### src/format_integer_ascii_macros.svh
// Assertion macros used by the formatter back end (fia_back).
// Needs a clock named clk and an active-high synchronous reset named rst in scope.
`ifndef FORMAT_INTEGER_ASCII_MACROS_SVH
`define FORMAT_INTEGER_ASCII_MACROS_SVH

// Same-cycle implication, checked outside reset.
`define FIA_ASSERT_NOW(lbl, ante, cons, msg) \
  lbl: assert property (@(posedge clk) disable iff (rst) (ante) |-> (cons)) else $error(msg);

// Next-cycle implication, checked outside reset.
`define FIA_ASSERT_NEXT(lbl, ante, cons, msg) \
  lbl: assert property (@(posedge clk) disable iff (rst) (ante) |=> (cons)) else $error(msg);

`endif

### src/fia_pkg.sv
// Shared types and constants for the integer-to-ASCII formatter.
// No dependencies; imported by every module of the block.
`timescale 1ns / 1ps

package fia_pkg;

  // Field buffer size; at most one less is emitted.
  localparam int FIELD_CHARS = 16;
  localparam int MAX_CHARS   = FIELD_CHARS - 1;
  localparam int CNT_W       = $clog2(FIELD_CHARS);

  // Longest digit string of a 32-bit value (decimal).
  localparam int DIG_MAX   = 10;
  localparam int DIG_IDX_W = $clog2(DIG_MAX);
  localparam int DIG_CNT_W = $clog2(DIG_MAX + 1);

  // Reciprocal of ten: q = (v * RECIP_10) >> RECIP_SHIFT is exact for 32-bit v.
  localparam logic [31:0] RECIP_10    = 32'hCCCC_CCCD;
  localparam int          RECIP_SHIFT = 35;

  localparam logic [7:0] CH_ZERO  = 8'h30;
  localparam logic [7:0] CH_SPACE = 8'h20;
  localparam logic [7:0] CH_MINUS = 8'h2D;
  localparam logic [7:0] CH_UPA   = 8'h41;

  typedef enum logic [1:0] {
    MODE_SDEC = 2'd0,
    MODE_UDEC = 2'd1,
    MODE_HEX  = 2'd2,
    MODE_CHAR = 2'd3
  } mode_t;

  // Classified command passed from front to back.
  typedef struct packed {
    logic        raw;
    logic        hex;
    logic        neg;
    logic        zpad;
    logic [3:0]  width;
    logic [31:0] mag;
  } cmd_t;

endpackage

### src/fia_queue.sv
// Two-entry command queue between front and back.
// Depends on fia_pkg.
`timescale 1ns / 1ps

module fia_queue
  import fia_pkg::*;
(
  input  logic clk,
  input  logic rst,
  input  cmd_t in_cmd,
  input  logic in_valid,
  output logic in_ready,
  output cmd_t out_cmd,
  output logic out_valid,
  input  logic out_ready
);

  cmd_t       slots [2];
  logic       wr_ptr;
  logic       rd_ptr;
  logic [1:0] count;
  logic       wr_en;
  logic       rd_en;

  assign in_ready  = (count != 2'd2);
  assign out_valid = (count != 2'd0);
  assign out_cmd   = slots[rd_ptr];
  assign wr_en     = in_valid && in_ready;
  assign rd_en     = out_valid && out_ready;

  always_ff @(posedge clk) begin
    if (rst) begin
      wr_ptr <= 1'b0;
      rd_ptr <= 1'b0;
      count  <= 2'd0;
    end else begin
      if (wr_en) wr_ptr <= ~wr_ptr;
      if (rd_en) rd_ptr <= ~rd_ptr;
      count <= count + 2'(wr_en) - 2'(rd_en);
    end
  end

  always_ff @(posedge clk) begin
    if (wr_en) begin
      slots[wr_ptr] <= in_cmd;
    end
  end

endmodule

### config.mk
export PLATFORM = sky130hd
export DESIGN_NAME = fia_queue
export DESIGN_NICKNAME = d
export VERILOG_FILES = /design/src/format_integer_ascii_macros.svh /design/src/fia_pkg.sv /design/src/fia_queue.sv
export SDC_FILE = /design/constraint.sdc
export NUM_CORES = 1
export LEC_CHECK = 0
export BUFFER_PORTS_ARGS = -buffer_cell sky130_fd_sc_hd__buf_4
export CAP_MARGIN = 20
export CORE_MARGIN = 2
export CORE_UTILIZATION = 47
export DETAILED_ROUTE_END_ITERATION = 10
export PLACE_DENSITY = 0.79
export REMOVE_ABC_BUFFERS = 1
export SLEW_MARGIN = 20
export SYNTH_ARGS = -nofsm -noshare
export SYNTH_HDL_FRONTEND = slang
export SYNTH_SLANG_ARGS = --single-unit
### constraint.sdc
create_clock -name clk -period 2.4 [get_ports clk]
set_input_delay 0.24 -clock clk [delete_from_list [all_inputs] [get_ports clk]]
set_output_delay 0.24 -clock clk [all_outputs]
set_load 0.02 [all_outputs]
==> impl_metrics.csv <==
group,metric,value,unit
drt,dr_wl_met2,2560,µm
clock_tree,cts_buffer_depth,2,
synth,synth_ff_type,"edfxtp_1",
die,row_count,30,
layout,multi_input_area,743,µm²
pwr,power.density,1020,mW/mm²
drt,num_vias,1606,
synth,yosysMostFrequentCell,"edfxtp_1",
synth,synth_common_cells,"80 x edfxtp_1, 41 x mux2_4, 5 x dfxtp_1, 5 x nor2_1, 4 x buf_6",
critical_path,path_class,"reg -> out",
drt,met3WireLength,372,µm
die,dieArea,0.00768,mm²
sta,finalHoldViolations,0,
drt,drt_wl_total,5330,µm
global_route,grt_pass1_wl,7890,µm
synth,avgSynthCellArea,22.2,µm²
drt,wl_met1,2320,µm
clock_tree,cts_tree,"done",
status,status,"finished clean",
placed_design,dp_slack,0.802,ns
critical_path,crit_path_max_incr_delay,0.40,ns
global_route,track_usage,14.1,%
pwr,netSwitchingPower,1.26,mW
placed_design,place_inst,329,
synth,synth_cell_type_count,15,
layout,fin_nets,290,
clock_tree,cts.htree.levels,3,
critical_path,setup.worst_path.end_class,"output port",
sta,rsz0062_at_grt,"false",
layout,stdcell_count,345,
synth,netlist.area_leader.share,73.1,%
pwr,p_comb_share,33.8,%
layout,regArea,0.00250,mm²
synth,yosys_warnings,0,
worst_hold_path,hold_class,"in -> reg",
critical_path,crit_path_max_fanout,26,
clock_tree,numCtsBuffers,9,
global_route,antenna_found_initial,0,
die,coreArea,0.00679,mm²
pwr,power.share.sequential,44.3,%
synth,yosys-top-cells-area,"edfxtp_1 73%, mux2_4 19%, dfxtp_1 3.0%",
placed_design,gp_congestion,0.648,
drt,drt-wirelength-per-cell,15.4,µm
pwr,p_leak,1.68,nW
sta,maxSlewHeadroom,68.4,%
global_route,grt_pass1_vias,1655,
sta,finalCriticalPeriod,1.82,ns
drt,viasPerCell,4.66,
layout,syn_to_final_growth,29.5,%
sta,finalSetupViolCount,0,
sta,skew,0.00597,ns
global_route,grt_overflow,0,
clock_tree,insertion_delay,0.33,ns
placed_design,dp_hpwl,3720,µm
sta,fin_hold_ws,0.0865,ns
sta,period_share,76.0,%
die,die_w,87.6,µm
synth,yosysTopAreaCell,"edfxtp_1",
clock_tree,cts_setup_buffers,0,
drt,dr.pass1.iters,4,
layout,fill_cells,485,
synth,yosysSeqAreaShare,76.2,%
synth,synth_async_sr_flop_share,0,%
critical_path,timing.critical_path.mode_cell,"buf_4",
pwr,p_clk_share,21.9,%
global_route,grt_start_max_net_pins,28,
clock_tree,cts_root_buf,"clkbuf_8",
job,cap_violations,0,
die,initial_core_util,48.4,%
critical_path,start_kind,"register",
sta,tns,0,ns
clock_tree,cts.sinks,85,
critical_path,cp.required,2.16,ns
drt,highest_layer,"met4",
synth,syn_area,0.00329,mm²
die,pin_count,86,
pwr,ir_worst_vdd,0.000567,V
sta,drv_slew,0,
layout,diodes,0,
clock_tree,hold_buffers,0,
synth,synth-edff-count,80,
critical_path,crit_chain,"buf_4 > mux2_4 > buf_4",
drt,drtAntennaViolNets,0,
pwr,sw_frac_of_total,29.0,%
synth,yosys_register_bits,85,
drt,post-route-drc-count,0,
sta,fmax,548,MHz
layout,drive_above_1_share,60.2,%
clock_tree,clk_pin_slew,0.08,ns
sta,worst_pin_slew,0.473,ns
critical_path,arrival,1.58,ns
die,die_y,87.6,µm
placed_design,io_buffers,85,
sta,setup_ws,0.576,ns
synth,syn_inst,148,
clock_tree,cts_resized,0,
pwr,internal_power,3.09,mW
drt,drtIter0Drc,82,
critical_path,cp_slowest_cell,"buf_4",
==> cell usage in the layout (no fill, tap or decap) <==
cell type and count:
dfxtp_1 4, clkinvlp_4 2, or2_1 1, o21a_2 1
and3_2 1, clkbuf_1 1, nor2b_1 2, xnor2_1 2
bufinv_16 1, nand2_2 1, nor2_1 4, inv_6 1
nor2_4 1, inv_1 1, buf_4 87, clkbuf_8 9
mux2_4 41, nand2b_2 1, buf_12 2, clkinv_1 1
ha_1 2, xor2_1 1, edfxtp_1 80, dfxtp_2 1
clkinv_2 1
==> logic make-up (layout without fill, tap and decap cells) <==
family / count (synthesis) / in the layout / synth area share (%)
DFF: 85 / 85 / 76.2
muxes: 41 / 41 / 18.7
and+or+nand+nor: 11 / 11 / 1.79
buffers and inverters: 5 / 106 / 1.48
xor gates and xnor gates: 3 / 3 / 0.800
adders and majority gates: 2 / 2 / 0.761
AOI/OAI and AO/OA: 1 / 1 / 0.267
==> final timing paths <==
kind / from / endpoint / slack (ns) / cells past startpoint
max reg2reg: count[0] / slots[0][28] / 0.82 / 4
max: register / out_cmd[18] / 0.58 / 3
min: in_cmd[12] / slots[0][12] / 0.09 / 1
min reg2reg: rd_ptr / rd_ptr / 0.53 / 2
==> power groups by stage <==
stage                     registers [mW]  clock network (mW)  logic (mW)
after floorplan                     2.04                   0       0.885
after CTS                           1.93               0.984        1.50
after global placement              1.95                   0        1.47
after global routing                1.95                1.05        1.56
final                               1.93               0.955        1.47
after detailed placement            1.96                   0        1.49
==> registers in the layout (all words and copies together), names as in the netlist, named ones only <==
name / flops
count: 2
rd_ptr: 1
slots: 80
wr_ptr: 1
==> worst max-delay path: cells and delay by family (launching register included) <==
kind	cells	cell delay, ns
flip-flops	1	0.33
multiplexers	1	0.35
buffers and inverters	2	0.56
==> through the flow <==
| stage | cell area (µm²) | total power, mW | utilization [%] |
|---|---|---|---|
| floorplan | 3240 | 2.93 | - |
| global placement | 4060 | 3.42 | 59.8 |
| detailed placement | 4060 | 3.45 | 59.8 |
| CTS | 4250 | 4.41 | 62.6 |
| global route | 4250 | 4.56 | 62.6 |
| finish | 4250 | 4.35 | 62.6 |
==> area by class of cell <==
class	instances	area share [%]
Sequential cell	85	58.9
Clock buffer	10	3.00
Inverter	1	0.0882
Timing Repair Buffer	89	16.3
Tap cell	96	2.82
Clock inverter	6	1.47
Multi-Input combinational cell	58	17.5
==> routing by layer <==
| layer | track usage [%] | up-vias |
|---|---|---|
| met5 | 0 | - |
| met2 | 22.8 | 58 |
| met4 | 5.87 | 0 |
| met3 | 4.24 | 8 |
| met1 | 18.0 | 777 |
| li1 | - | 763 |
Note: power is estimated with default switching activity, not from simulation.
