===== src/format_integer_ascii_macros.svh =====
// Assertion macros used by the formatter back end (fia_back).
// Needs a clock named clk and an active-high synchronous reset named rst in scope.
`ifndef FORMAT_INTEGER_ASCII_MACROS_SVH
`define FORMAT_INTEGER_ASCII_MACROS_SVH

// Same-cycle implication, checked outside reset.
`define FIA_ASSERT_NOW(lbl, ante, cons, msg) \
  lbl: assert property (@(posedge clk) disable iff (rst) (ante) |-> (cons)) else $error(msg);

// Next-cycle implication, checked outside reset.
`define FIA_ASSERT_NEXT(lbl, ante, cons, msg) \
  lbl: assert property (@(posedge clk) disable iff (rst) (ante) |=> (cons)) else $error(msg);

`endif


===== src/fia_pkg.sv =====
// Shared types and constants for the integer-to-ASCII formatter.
// No dependencies; imported by every module of the block.
`timescale 1ns / 1ps

package fia_pkg;

  // Field buffer size; at most one less is emitted.
  localparam int FIELD_CHARS = 16;
  localparam int MAX_CHARS   = FIELD_CHARS - 1;
  localparam int CNT_W       = $clog2(FIELD_CHARS);

  // Longest digit string of a 32-bit value (decimal).
  localparam int DIG_MAX   = 10;
  localparam int DIG_IDX_W = $clog2(DIG_MAX);
  localparam int DIG_CNT_W = $clog2(DIG_MAX + 1);

  // Reciprocal of ten: q = (v * RECIP_10) >> RECIP_SHIFT is exact for 32-bit v.
  localparam logic [31:0] RECIP_10    = 32'hCCCC_CCCD;
  localparam int          RECIP_SHIFT = 35;

  localparam logic [7:0] CH_ZERO  = 8'h30;
  localparam logic [7:0] CH_SPACE = 8'h20;
  localparam logic [7:0] CH_MINUS = 8'h2D;
  localparam logic [7:0] CH_UPA   = 8'h41;

  typedef enum logic [1:0] {
    MODE_SDEC = 2'd0,
    MODE_UDEC = 2'd1,
    MODE_HEX  = 2'd2,
    MODE_CHAR = 2'd3
  } mode_t;

  // Classified command passed from front to back.
  typedef struct packed {
    logic        raw;
    logic        hex;
    logic        neg;
    logic        zpad;
    logic [3:0]  width;
    logic [31:0] mag;
  } cmd_t;

endpackage


===== src/fia_front.sv =====
// Front end: accepts input transactions and classifies them into commands.
// Depends on fia_pkg.
`timescale 1ns / 1ps

module fia_front
  import fia_pkg::*;
(
  input  logic        clk,
  input  logic        rst,
  input  logic        push,
  output logic        full,
  input  logic [1:0]  mode,
  input  logic [31:0] value,
  input  logic        zero_pad,
  input  logic [3:0]  width,
  output cmd_t        cmd,
  output logic        cmd_valid,
  input  logic        cmd_ready
);

  logic fv;
  cmd_t fcmd;
  cmd_t cls;
  logic accept;

  always_comb begin
    cls.raw   = (mode_t'(mode) == MODE_CHAR);
    cls.hex   = (mode_t'(mode) == MODE_HEX);
    cls.neg   = (mode_t'(mode) == MODE_SDEC) && value[31];
    cls.zpad  = zero_pad;
    cls.width = width;
    // Negate modulo 2^32; the most negative value maps to itself.
    cls.mag   = cls.neg ? (32'd0 - value) : value;
  end

  assign full      = fv && !cmd_ready;
  assign accept    = push && !full;
  assign cmd       = fcmd;
  assign cmd_valid = fv;

  always_ff @(posedge clk) begin
    if (rst) begin
      fv <= 1'b0;
    end else begin
      fv <= accept || (fv && !cmd_ready);
    end
  end

  always_ff @(posedge clk) begin
    if (accept) begin
      fcmd <= cls;
    end
  end

endmodule


===== config.mk =====
export PLATFORM = sky130hd
export DESIGN_NAME = fia_front
export DESIGN_NICKNAME = d
export VERILOG_FILES = /design/src/format_integer_ascii_macros.svh /design/src/fia_pkg.sv /design/src/fia_front.sv
export SDC_FILE = /design/constraint.sdc
export NUM_CORES = 1
export LEC_CHECK = 0
export BUFFER_PORTS_ARGS = -buffer_cell sky130_fd_sc_hd__buf_2
export CAP_MARGIN = 15
export CORE_MARGIN = 2
export CORE_UTILIZATION = 40
export DETAILED_ROUTE_END_ITERATION = 10
export GPL_TIMING_DRIVEN = 0
export PLACE_DENSITY = 0.69
export SYNTH_ARGS = -nofsm -noshare
export SYNTH_HDL_FRONTEND = slang
export SYNTH_SLANG_ARGS = --single-unit
export TNS_END_PERCENT = 5

===== constraint.sdc =====
create_clock -name clk -period 3.68 [get_ports clk]
set_input_delay 0.184 -clock clk [delete_from_list [all_inputs] [get_ports clk]]
set_output_delay 0.184 -clock clk [all_outputs]
set_load 0.02 [all_outputs]

==> results of run 1 <==
==> layout by cell type, fill, tap and decap left out, drive strengths merged, types with 2 or more instances in the layout <==
master / synthesis / final
nand2: 8 / 8
nand4: 3 / 3
o21ai: 5 / 5
a211oi: 2 / 2
or4: 2 / 2
xor2: 14 / 14
o41ai: 2 / 2
nor2b: 3 / 3
inv: 3 / 3
nor3: 12 / 12
and2: 2 / 2
buf: 2 / 87
a21oi: 6 / 6
edfxtp: 40 / 40
a31oi: 6 / 6
nor2: 15 / 15
or3: 3 / 3
nand3: 2 / 2
xnor2: 13 / 13
clkbuf: 2 / 9
o31ai: 6 / 6
nor4: 3 / 3
==> worst paths after layout <==
kind	start	slack [ns]	endpoint	depth (start not counted)
worst max-delay path	value[10]	2.00	cmd[25]$_DFFE_PP_	6
worst min-delay path	rst	0.04	cmd_valid$_SDFF_PP0_	2
worst max register to register	cmd_valid$_SDFF_PP0_	2.14	cmd[24]$_DFFE_PP_	3
worst min register to register	cmd_valid$_SDFF_PP0_	0.66	cmd_valid$_SDFF_PP0_	3
==> worst reg2reg max path, stage by stage, from the launching register on <==
cell     delay [ns]
dfxtp_1        0.31
nor2b_1        0.17
nor2b_4        0.53
buf_16         0.24
==> state kept, by name, summed over array words and instances, names as in the netlist <==
| name | cells |
|---|---|
| cmd | 40 |
| cmd_valid | 1 |
==> cell type report <==
type	count	share of cell area (%)
clock inverters	1	0.184
inverters	3	0.413
multi-input cells	118	30.7
flip-flops and latches	41	44.8
well taps	70	3.22
clock buffers	7	3.54
plain buffers	4	0.643
repair buffers	85	16.4
==> synth_stat cells, drive strengths merged, types with 2 or more instances <==
cell     n  area [um2]
nor3    12        76.3
nor2    15        56.3
nand3    2        10.0
and2     2        12.5
o31ai    6        45.0
buf      2        10.0
xnor2   13         114
edfxtp  40        1200
nand4    3        18.8
nand2    8        37.5
o41ai    2        32.5
nor2b    3        18.8
or3      3        18.8
or4      2        18.8
inv      3        11.3
xor2    14         123
a21oi    6        30.0
nor4     3        33.8
clkbuf   2        7.51
a31oi    6        37.5
o21ai    5        25.0
a211oi   2        15.0
==> logic make-up (layout without fill, tap and decap cells) <==
| kind of cell | after synthesis | after routing | synth area share (%) |
|---|---|---|---|
| adders and majority gates | 1 | 1 | 0.602 |
| xor gates and xnor gates | 27 | 27 | 11.4 |
| AOI/OAI and AO/OA | 31 | 31 | 10.5 |
| and+or+nand+nor | 59 | 59 | 17.4 |
| buffers and inverters | 7 | 100 | 1.38 |
| DFF | 41 | 41 | 58.7 |
==> where the power goes <==
| part | leakage, nW | total [mW] | internal (mW) | switching (mW) |
|---|---|---|---|---|
| registers | 0.396 | 0.561 | 0.554 | 0.00664 |
| logic | 0.656 | 0.186 | 0.0693 | 0.116 |
| clock network | 0.0542 | 0.321 | 0.169 | 0.152 |
| total | 1.11 | 1.07 | 0.793 | 0.275 |
==> per-layer routing <==
metal	GRT usage [%]	wire length (um)
met5	0	0
met4	8.18	116
met3	3.44	299
met2	28.5	2290
met1	19.1	1860
==> metrics by stage <==
stage                     hold WS [ns]  instances  worst slack, ns
after detailed placement         0.347        321             1.63
after CTS                       0.0409        329             1.94
final                           0.0429        329             2.00
after global routing            0.0462        329             1.71
after floorplan                  0.256        166            0.825
after global placement           0.342        320            0.300
==> run metrics, run 1 <==
Synth Net Count between 200 and 250; n_diodes 0; Die ar. just under 0.006 mm2; Max Cap Violations 0; Cell Pwr Density between 300 and 400 mW/mm2; CTS Buf Count 5; pin count of the biggest net entering global routing 23; Final Cycle Share roughly 46%; synthesized instance count between 150 and 200; first-pass GRT wire length approximately 7400 um; sequential cell area 0.00122 mm2; RSZ-0062 raised after global routing false; initial antenna violation count 0; Final Skew 0.0104 ns; CTS clk-pin slew, worst paths about 0.07 ns; clock tree buffer depth 2; Setup Viol. Count Final 0; chip width approximately 76 um; First-pass DRT Iterations 4; Distinct cells, synth 39; Buffers & Inverters on Critical Path 2; Top Family by Delay on Critical Path simple AND/OR/NAND/NOR gates; Slowest Stage Delay on Critical Path about 0.50 ns; Final Hold Viols 0; drc violations 0; #FFs+latches synth 41; Placer Congestion 0.810; Skew-Pair Late Insertion Delay about 0.30 ns; fin. max-slew vios 0; yosys warns 0; Iter 0 DRT Violations 93; CTS H-tree lvls 2; total number of vias between 1,500 and 2,000; DR vias/cell about 5.1; hold_buf cts 0; Clock Sinks 41; Routed WL ~4600 um; Worst EP required between 3 and 4 ns; Max-Slew Margin vs Limit 57.7%; Area Overhead vs Synth 31.0%; number of global-route vias before repair around 1,600; IO Count between 80 and 90; crit start category input port; Cell Area, Synth 0.00208 mm2; Routed WL per cell ~14 um; syn_area_per_cell 12.5 um2; min cycle time layout ~1.7 ns; Pleak between 1 and 1.5 nW; kind of critical path in2reg; fin area approximately 0.0027 mm2; Fill cells between 400 and 500; Initial Util about two fifths; Setup Fix Bufs, Post-CTS 0; GRT Util Overall between 10% and 20%; placed inst area between 0.002 and 0.003 mm2; Async SR Flop Fraction 0%; Max Freq roughly 0.59 GHz; core area ~0.0051 mm2; sequential share of the synthesized area about 59%; CP max-delay cell nor3_1; final HPWL from detailed placement about 3500 um; status complete, no violations; number of synthesized flops with an enable pin 40; ratio of cells with drive above 1 in the final layout 40.9%; grt ovf 0; CP cell instances buf_2 > nor3_1 > and4_1 > buf_2 > a31oi_1 > xor2_1; Overall Power roughly 1.1 mW; sum of negative setup slack 0 ns; Crit path top cell by count buf_2; DRT antenna net count 0; Post-CTS Resized 0; IO buf count between 80 and 90; FP Rows 26; CTS tree done; Peak VDD IR 0.153 mV; Slew @ Worst Pin 0.634 ns; Setup crit end kind register; Final #Nets between 300 and 400; post-layout util roughly 54%; CP max FO 10; CTS Root Cell clkbuf_8; worst hold-check path type in2reg; multi-input logic area 837 um2; Arrival @ worst endpoint 1.72 ns; predominant post-synthesis flop cell edfxtp_1; Die Ht 76.1 um
Note: power is estimated with default switching activity, not from simulation.
==> run 2, diff against run 1 <==
--- a/config.mk
+++ b/config.mk
@@ -11,7 +11,7 @@
 export CORE_UTILIZATION = 40
 export DETAILED_ROUTE_END_ITERATION = 10
 export GPL_TIMING_DRIVEN = 0
-export PLACE_DENSITY = 0.69
+export PLACE_DENSITY = 0.72
 export SYNTH_ARGS = -nofsm -noshare
 export SYNTH_HDL_FRONTEND = slang
 export SYNTH_SLANG_ARGS = --single-unit
==> constraint.sdc (replaced) <==
create_clock -name clk -period 1.5 [get_ports clk]
set_input_delay 0.075 -clock clk [delete_from_list [all_inputs] [get_ports clk]]
set_output_delay 0.075 -clock clk [all_outputs]
set_load 0.02 [all_outputs]
==> run metrics, run 2 (synthesized netlist as in run 1, its figures left out) <==
status complete, but fails checks; failing checks negative setup slack; FP Rows 26 (unchanged); Worst Hold Slack 0.00597 ns (-0.0369 ns); commonest non-fill, non-tap cell in the layout buf_2; Iter 0 DRT Violations 95 (+2.2%); Max Cap Violations 0 (unchanged); initial antenna violation count 0 (unchanged); RSZ-0062 raised after global routing true; crit start category register; DRT antenna net count 0 (unchanged); Max Freq 0.599 GHz; Final Hold Viols 0 (unchanged); GRT Util Overall 16.7% (+0.43 points); min cycle time layout between 1.5 and 2 ns; Slew @ Worst Pin 1.09 ns (+0.456 ns); Fill cells 490 (+0.62%); fin. max-slew vios 0 (unchanged); clock tree buffer depth 2 (unchanged); Final Cycle Share 111%; sum of negative setup slack -6.45 ns (-6.45 ns); DR vias/cell 4.97 (-2.0%); ratio of cells with drive above 1 in the final layout 42.4% (+1.5 points); chip width 76.1 um (unchanged); First-pass DRT Iterations 4 (unchanged); origin of the critical flop-to-flop path cmd_valid$_SDFF_PP0_; Placer Congestion 0.837 (+3.2%); drc violations 0 (unchanged); Overall Power 2.89 mW (+170%); CP max-delay cell nor2b_4; commonest non-fill, non-tap cells in the layout buf_2 (85), edfxtp_1 (40), nor2_1 (15); first-pass GRT wire length 7670 um (+3.2%); CP cell instances nor2b_4 > nor2b_4; CTS Buf Count 5 (unchanged); Worst R2R Path Depth 2 (-1); CTS Root Cell clkbuf_8; setup ws final -0.170 ns (-2.17 ns); Crit path top cell by count nor2b_4; max reg flops 40 (unchanged); grt ovf 0 (unchanged); CTS H-tree lvls 2 (unchanged); Final Skew 0.0179 ns (+0.00749 ns); RR Endpoint cmd[26]$_DFFE_PP_; Area Overhead vs Synth 35.9%; Final #Nets 307 (+1.7%); Max-Slew Margin vs Limit 27.2% (-30 points); sequential cell area 0.00122 mm2 (+0.10%); Die Ht 76.1 um (unchanged); WHS Endpoint cmd[0]$_DFFE_PP_; Worst EP required 1.41 ns (-2.31 ns); n_diodes 0 (unchanged); Pleak 1.14 nW (+2.7%); internal reg-to-reg setup slack -0.17 ns (-2.31 ns); CTS tree done; Slowest Stage Delay on Critical Path 0.84 ns (+0.34 ns); Routed WL per cell 14.0 um (+1.1%); min-delay src value[0]; worst hold-check path type in2reg; CP max FO 40 (+30); Setup Viol. Count Final 40 (+40); IO Count 85 (unchanged); Setup crit end kind register; final HPWL from detailed placement 3500 um (-0.67%); Peak VDD IR 0.433 mV (+180%); Arrival @ worst endpoint 1.58 ns (-0.14 ns); Routed WL 4690 um (+2.6%); Skew-Pair Late Insertion Delay 0.30 ns (about the same); total number of vias 1,660 (-0.54%); CTS clk-pin slew, worst paths 0.09 ns (+0.02 ns); kind of critical path reg2reg; hold depth 1 (-1); Die ar. 0.00579 mm2 (unchanged); core area 0.00507 mm2 (unchanged); Initial Util 41.0% (unchanged); Cell Pwr Density 1020 mW/mm2 (+160%); Clock Sinks 41 (unchanged); number of global-route vias before repair 1,643 (+3.4%); IO buf count 84 (unchanged); multi-input logic area 871 um2 (+4.0%); pin count of the biggest net entering global routing 41 (+78%)
run 2: worst max-delay path: cells and delay by family, from the launching register on:
family	cells	cell delay (ns)
DFF	1	0.32
and+or+nand+nor	2	0.97
run 2: where the power goes:
group / internal [mW] / switching (mW) / total (mW)
combinational: 0.175 / 0.292 / 0.468
clock: 0.661 / 0.387 / 1.05
sequential: 1.36 / 0.0157 / 1.38
total: 2.20 / 0.695 / 2.89
run 2: worst max path at each step:
stage	startpoint	to	cells after the start
4_1_cts	cmd_valid$_SDFF_PP0_	cmd[26]$_DFFE_PP_	2
6_report	cmd_valid$_SDFF_PP0_	cmd[26]$_DFFE_PP_	2
5_1_grt	cmd_valid$_SDFF_PP0_	cmd[26]$_DFFE_PP_	2
3_5_place_dp	value[10]	cmd[19]$_DFFE_PP_	6
2_1_floorplan	cmd_valid$_SDFF_PP0_	cmd[0]$_DFFE_PP_	2
3_3_place_gp	value[10]	cmd[19]$_DFFE_PP_	6
run 2: cell type report:
| class | count | share of cell area, % |
|---|---|---|
| well taps | 70 | 3.10 |
| repair buffers | 90 | 17.0 |
| inverters | 3 | 0.398 |
| clock inverters | 3 | 2.30 |
| clock buffers | 5 | 2.43 |
| multi-input cells | 118 | 30.8 |
| plain buffers | 4 | 0.708 |
| flip-flops and latches | 41 | 43.2 |
run 2: what timing repair did:
item | 4_1_cts | 5_1_grt
setup buffers | 0 | 0
hold buffers | 6 | 0
resized for setup | 1 | 2
endpoints found under the hold margin | 6 | 0
endpoints found under the setup margin | 50 | 47
run 2: metrics by stage:
stage,util [%],area [um2],setup slack (ns),std cells
2_1_floorplan,-,2110,-0.0313,166
3_3_place_gp,51.6,2620,-0.419,320
3_5_place_dp,51.6,2620,-0.380,320
4_1_cts,55.5,2820,-0.199,334
5_1_grt,55.7,2830,-0.291,334
6_report,55.7,2830,-0.170,334
run 2: metal layers:
| metal | wire, um | share of wire [%] | global-route usage, % | up-vias |
|---|---|---|---|---|
| li1 | - | - | - | 828 |
| met5 | 0 | 0 | 0 | - |
| met1 | 2010 | 43 | 20.7 | 759 |
| met2 | 2300 | 49 | 27.9 | 64 |
| met4 | 98 | 2.1 | 7.64 | 0 |
| met3 | 278 | 5.9 | 4.03 | 9 |
==> run 3, diff against run 2 <==
--- a/config.mk
+++ b/config.mk
@@ -9,9 +9,11 @@
 export CAP_MARGIN = 15
 export CORE_MARGIN = 2
 export CORE_UTILIZATION = 40
+export CTS_BUF_LIST = sky130_fd_sc_hd__clkbuf_4
 export DETAILED_ROUTE_END_ITERATION = 10
 export GPL_TIMING_DRIVEN = 0
-export PLACE_DENSITY = 0.72
+export PLACE_DENSITY = 0.69
+export SLEW_MARGIN = 20
 export SYNTH_ARGS = -nofsm -noshare
 export SYNTH_HDL_FRONTEND = slang
 export SYNTH_SLANG_ARGS = --single-unit
==> constraint.sdc (replaced) <==
create_clock -name clk -period 1.8 [get_ports clk]
set_input_delay 0.09 -clock clk [delete_from_list [all_inputs] [get_ports clk]]
set_output_delay 0.09 -clock clk [all_outputs]
set_load 0.02 [all_outputs]
==> run metrics, run 3 (synthesized netlist as in run 1, its figures left out) <==
Final Cycle Share between 80% and 90%; clock power share 31.8% (-4.4 points); post-layout util 55.1% (-0.57 points); commonest non-fill, non-tap cells in the layout buf_2 (86), edfxtp_1 (40), nor2_1 (15); Final Skew 0.00551 ns (-0.0124 ns); min cycle time layout ~1.6 ns; commonest non-fill, non-tap cell in the layout buf_2; CP cell instances buf_2 > inv_1 > ha_1 > nor4b_2 > nand3_1 > o41ai_2 > xnor2_1; Iter 0 DRT Violations 61 (-36%); pin count of the biggest net entering global routing 41 (unchanged); Worst EP required 1.90 ns (+0.49 ns); drc violations 0 (unchanged); First-pass DRT Iterations 4 (unchanged); Setup crit end kind register; Setup Fix Bufs, Post-CTS 0 (unchanged); grt ovf 0 (unchanged); Sw Share 24.0% (-0.046 points); Max-Slew Margin vs Limit 63.5% (+36 points); Max Cap Violations 0 (unchanged); Cell Pwr Density 805 mW/mm2 (-21%); chip width 76.1 um (unchanged); Fill cells 475 (-3.1%); Slew @ Worst Pin 0.543 ns (-0.547 ns); kind of critical path in2reg; CTS Buf Count 5 (unchanged); number of global-route vias before repair 1,630 (-0.79%); RSZ-0062 raised after global routing false; Initial Util 41.0% (unchanged); ratio of cells with drive above 1 in the final layout 39.7% (-2.7 points); sequential cell area 0.00122 mm2 (-0.10%); Setup Viol. Count Final 0 (-100%); hold_buf cts 8 (+2); core area 0.00507 mm2 (unchanged); Die Ht 76.1 um (unchanged); FP Rows 26 (unchanged); GRT Util Overall 16.8% (+0.094 points); Skew-Pair Late Insertion Delay 0.35 ns (+0.05 ns); Arrival @ worst endpoint 1.69 ns (+0.11 ns); CTS clk-pin slew, worst paths 0.12 ns (+0.03 ns); Final Hold Viols 0 (unchanged); CTS H-tree lvls 2 (unchanged); Pleak 1.14 nW (+0.18%); Final #Nets 310 (+0.98%); Psw 540 uW (-22%); Comb power frac 17.3% (+1.1 points); CP max FO 7 (-83%); Placer Congestion 0.813 (-2.9%); CTS Root Cell clkbuf_4; final HPWL from detailed placement 3420 um (-2.3%); initial antenna violation count 0 (unchanged); clock tree buffer depth 2 (unchanged); Slowest Stage Delay on Critical Path 0.43 ns (-0.41 ns); Area Overhead vs Synth 34.5%; Peak VDD IR 0.384 mV (-11%); Post-CTS Resized 0 (-1); IO Count 85 (unchanged); sum of negative setup slack 0 ns (+6.45 ns); first-pass GRT wire length 7640 um (-0.44%); Die ar. 0.00579 mm2 (unchanged); multi-input logic area 837 um2 (-3.9%); worst hold-check path type in2reg; Clock Sinks 41 (unchanged); fin. max-slew vios 0 (unchanged); Max Freq about 0.63 GHz; CTS tree done; Int Power 1.71 mW (-22%); Routed WL per cell 13.7 um (-2.5%); Routed WL 4610 um (-1.6%); total number of vias 1,652 (-0.48%); n_diodes 0 (unchanged); DR vias/cell 4.90 (-1.4%); sequential share of power 50.8% (+3.2 points); max reg flops 40 (unchanged); IO buf count 84 (unchanged); CP max-delay cell o41ai_2; DRT antenna net count 0 (unchanged); crit start category input port; status complete, no violations
[run 3: cell count changes in the layout (fill, tap and decap cells not counted), sizes merged]
cell         change
buf              +2
clkbuf           -1
dlygate4sd3      +2
[run 3: final cells by class]
class / count / area share (%)
sequential: 41 / 43.6
multi-input combinational: 118 / 29.9
timing repair buffer: 93 / 18.6
tap: 70 / 3.13
clock inverter: 3 / 2.33
clock buffer: 5 / 1.34
buffer: 4 / 0.626
inverter: 3 / 0.403
[run 3: final timing paths]
| path | start | endpoint | slack, ns | cells after the start |
|---|---|---|---|---|
| worst max-delay path | value[1] | cmd[22]$_DFFE_PP_ | 0.21 | 7 |
| worst min-delay path | mode[0] | cmd[38]$_DFFE_PP_ | 0.04 | 2 |
| worst max register to register | cmd_valid$_SDFF_PP0_ | cmd[10]$_DFFE_PP_ | 0.39 | 3 |
| worst min register to register | cmd_valid$_SDFF_PP0_ | cmd[27]$_DFFE_PP_ | 0.96 | 2 |
[run 3: metal layers]
layer  vias to the layer above  share of wire (%)  global-route usage (%)
li1                        835                  -                       -
met1                       761                 44                    20.8
met2                        50                 49                    27.8
met3                         6                5.8                    5.09
met4                         0                1.6                    6.73
met5                         -                  0                       0
[run 3: critical path: cells and delay by family]
| kind | cells | cell delay (ns) |
|---|---|---|
| simple gates | 2 | 0.70 |
| buf+inv | 2 | 0.17 |
| fa+ha+maj | 1 | 0.19 |
| xor+xnor | 1 | 0.10 |
| compound gates | 1 | 0.43 |
[run 3: power groups by stage]
stage	Sequential (mW)	Combinational (mW)	Clock [mW]
after floorplan	1.26	0.119	0
after global placement	1.17	0.368	0
after detailed placement	1.17	0.374	0
after CTS	1.15	0.388	0.740
after global routing	1.15	0.425	0.769
final	1.14	0.391	0.717
[run 3: metrics by stage]
step	power, mW	instances	hold slack (ns)	setup slack (ns)	instance area (um2)
6_report	2.25	337	0.0446	0.213	2800
5_1_grt	2.35	337	0.0286	0.101	2800
4_1_cts	2.28	336	0.0253	0.0493	2780
3_5_place_dp	1.54	320	0.254	-0.162	2590
3_3_place_gp	1.54	320	0.249	-0.0915	2590
2_1_floorplan	1.38	166	0.162	0.130	2090
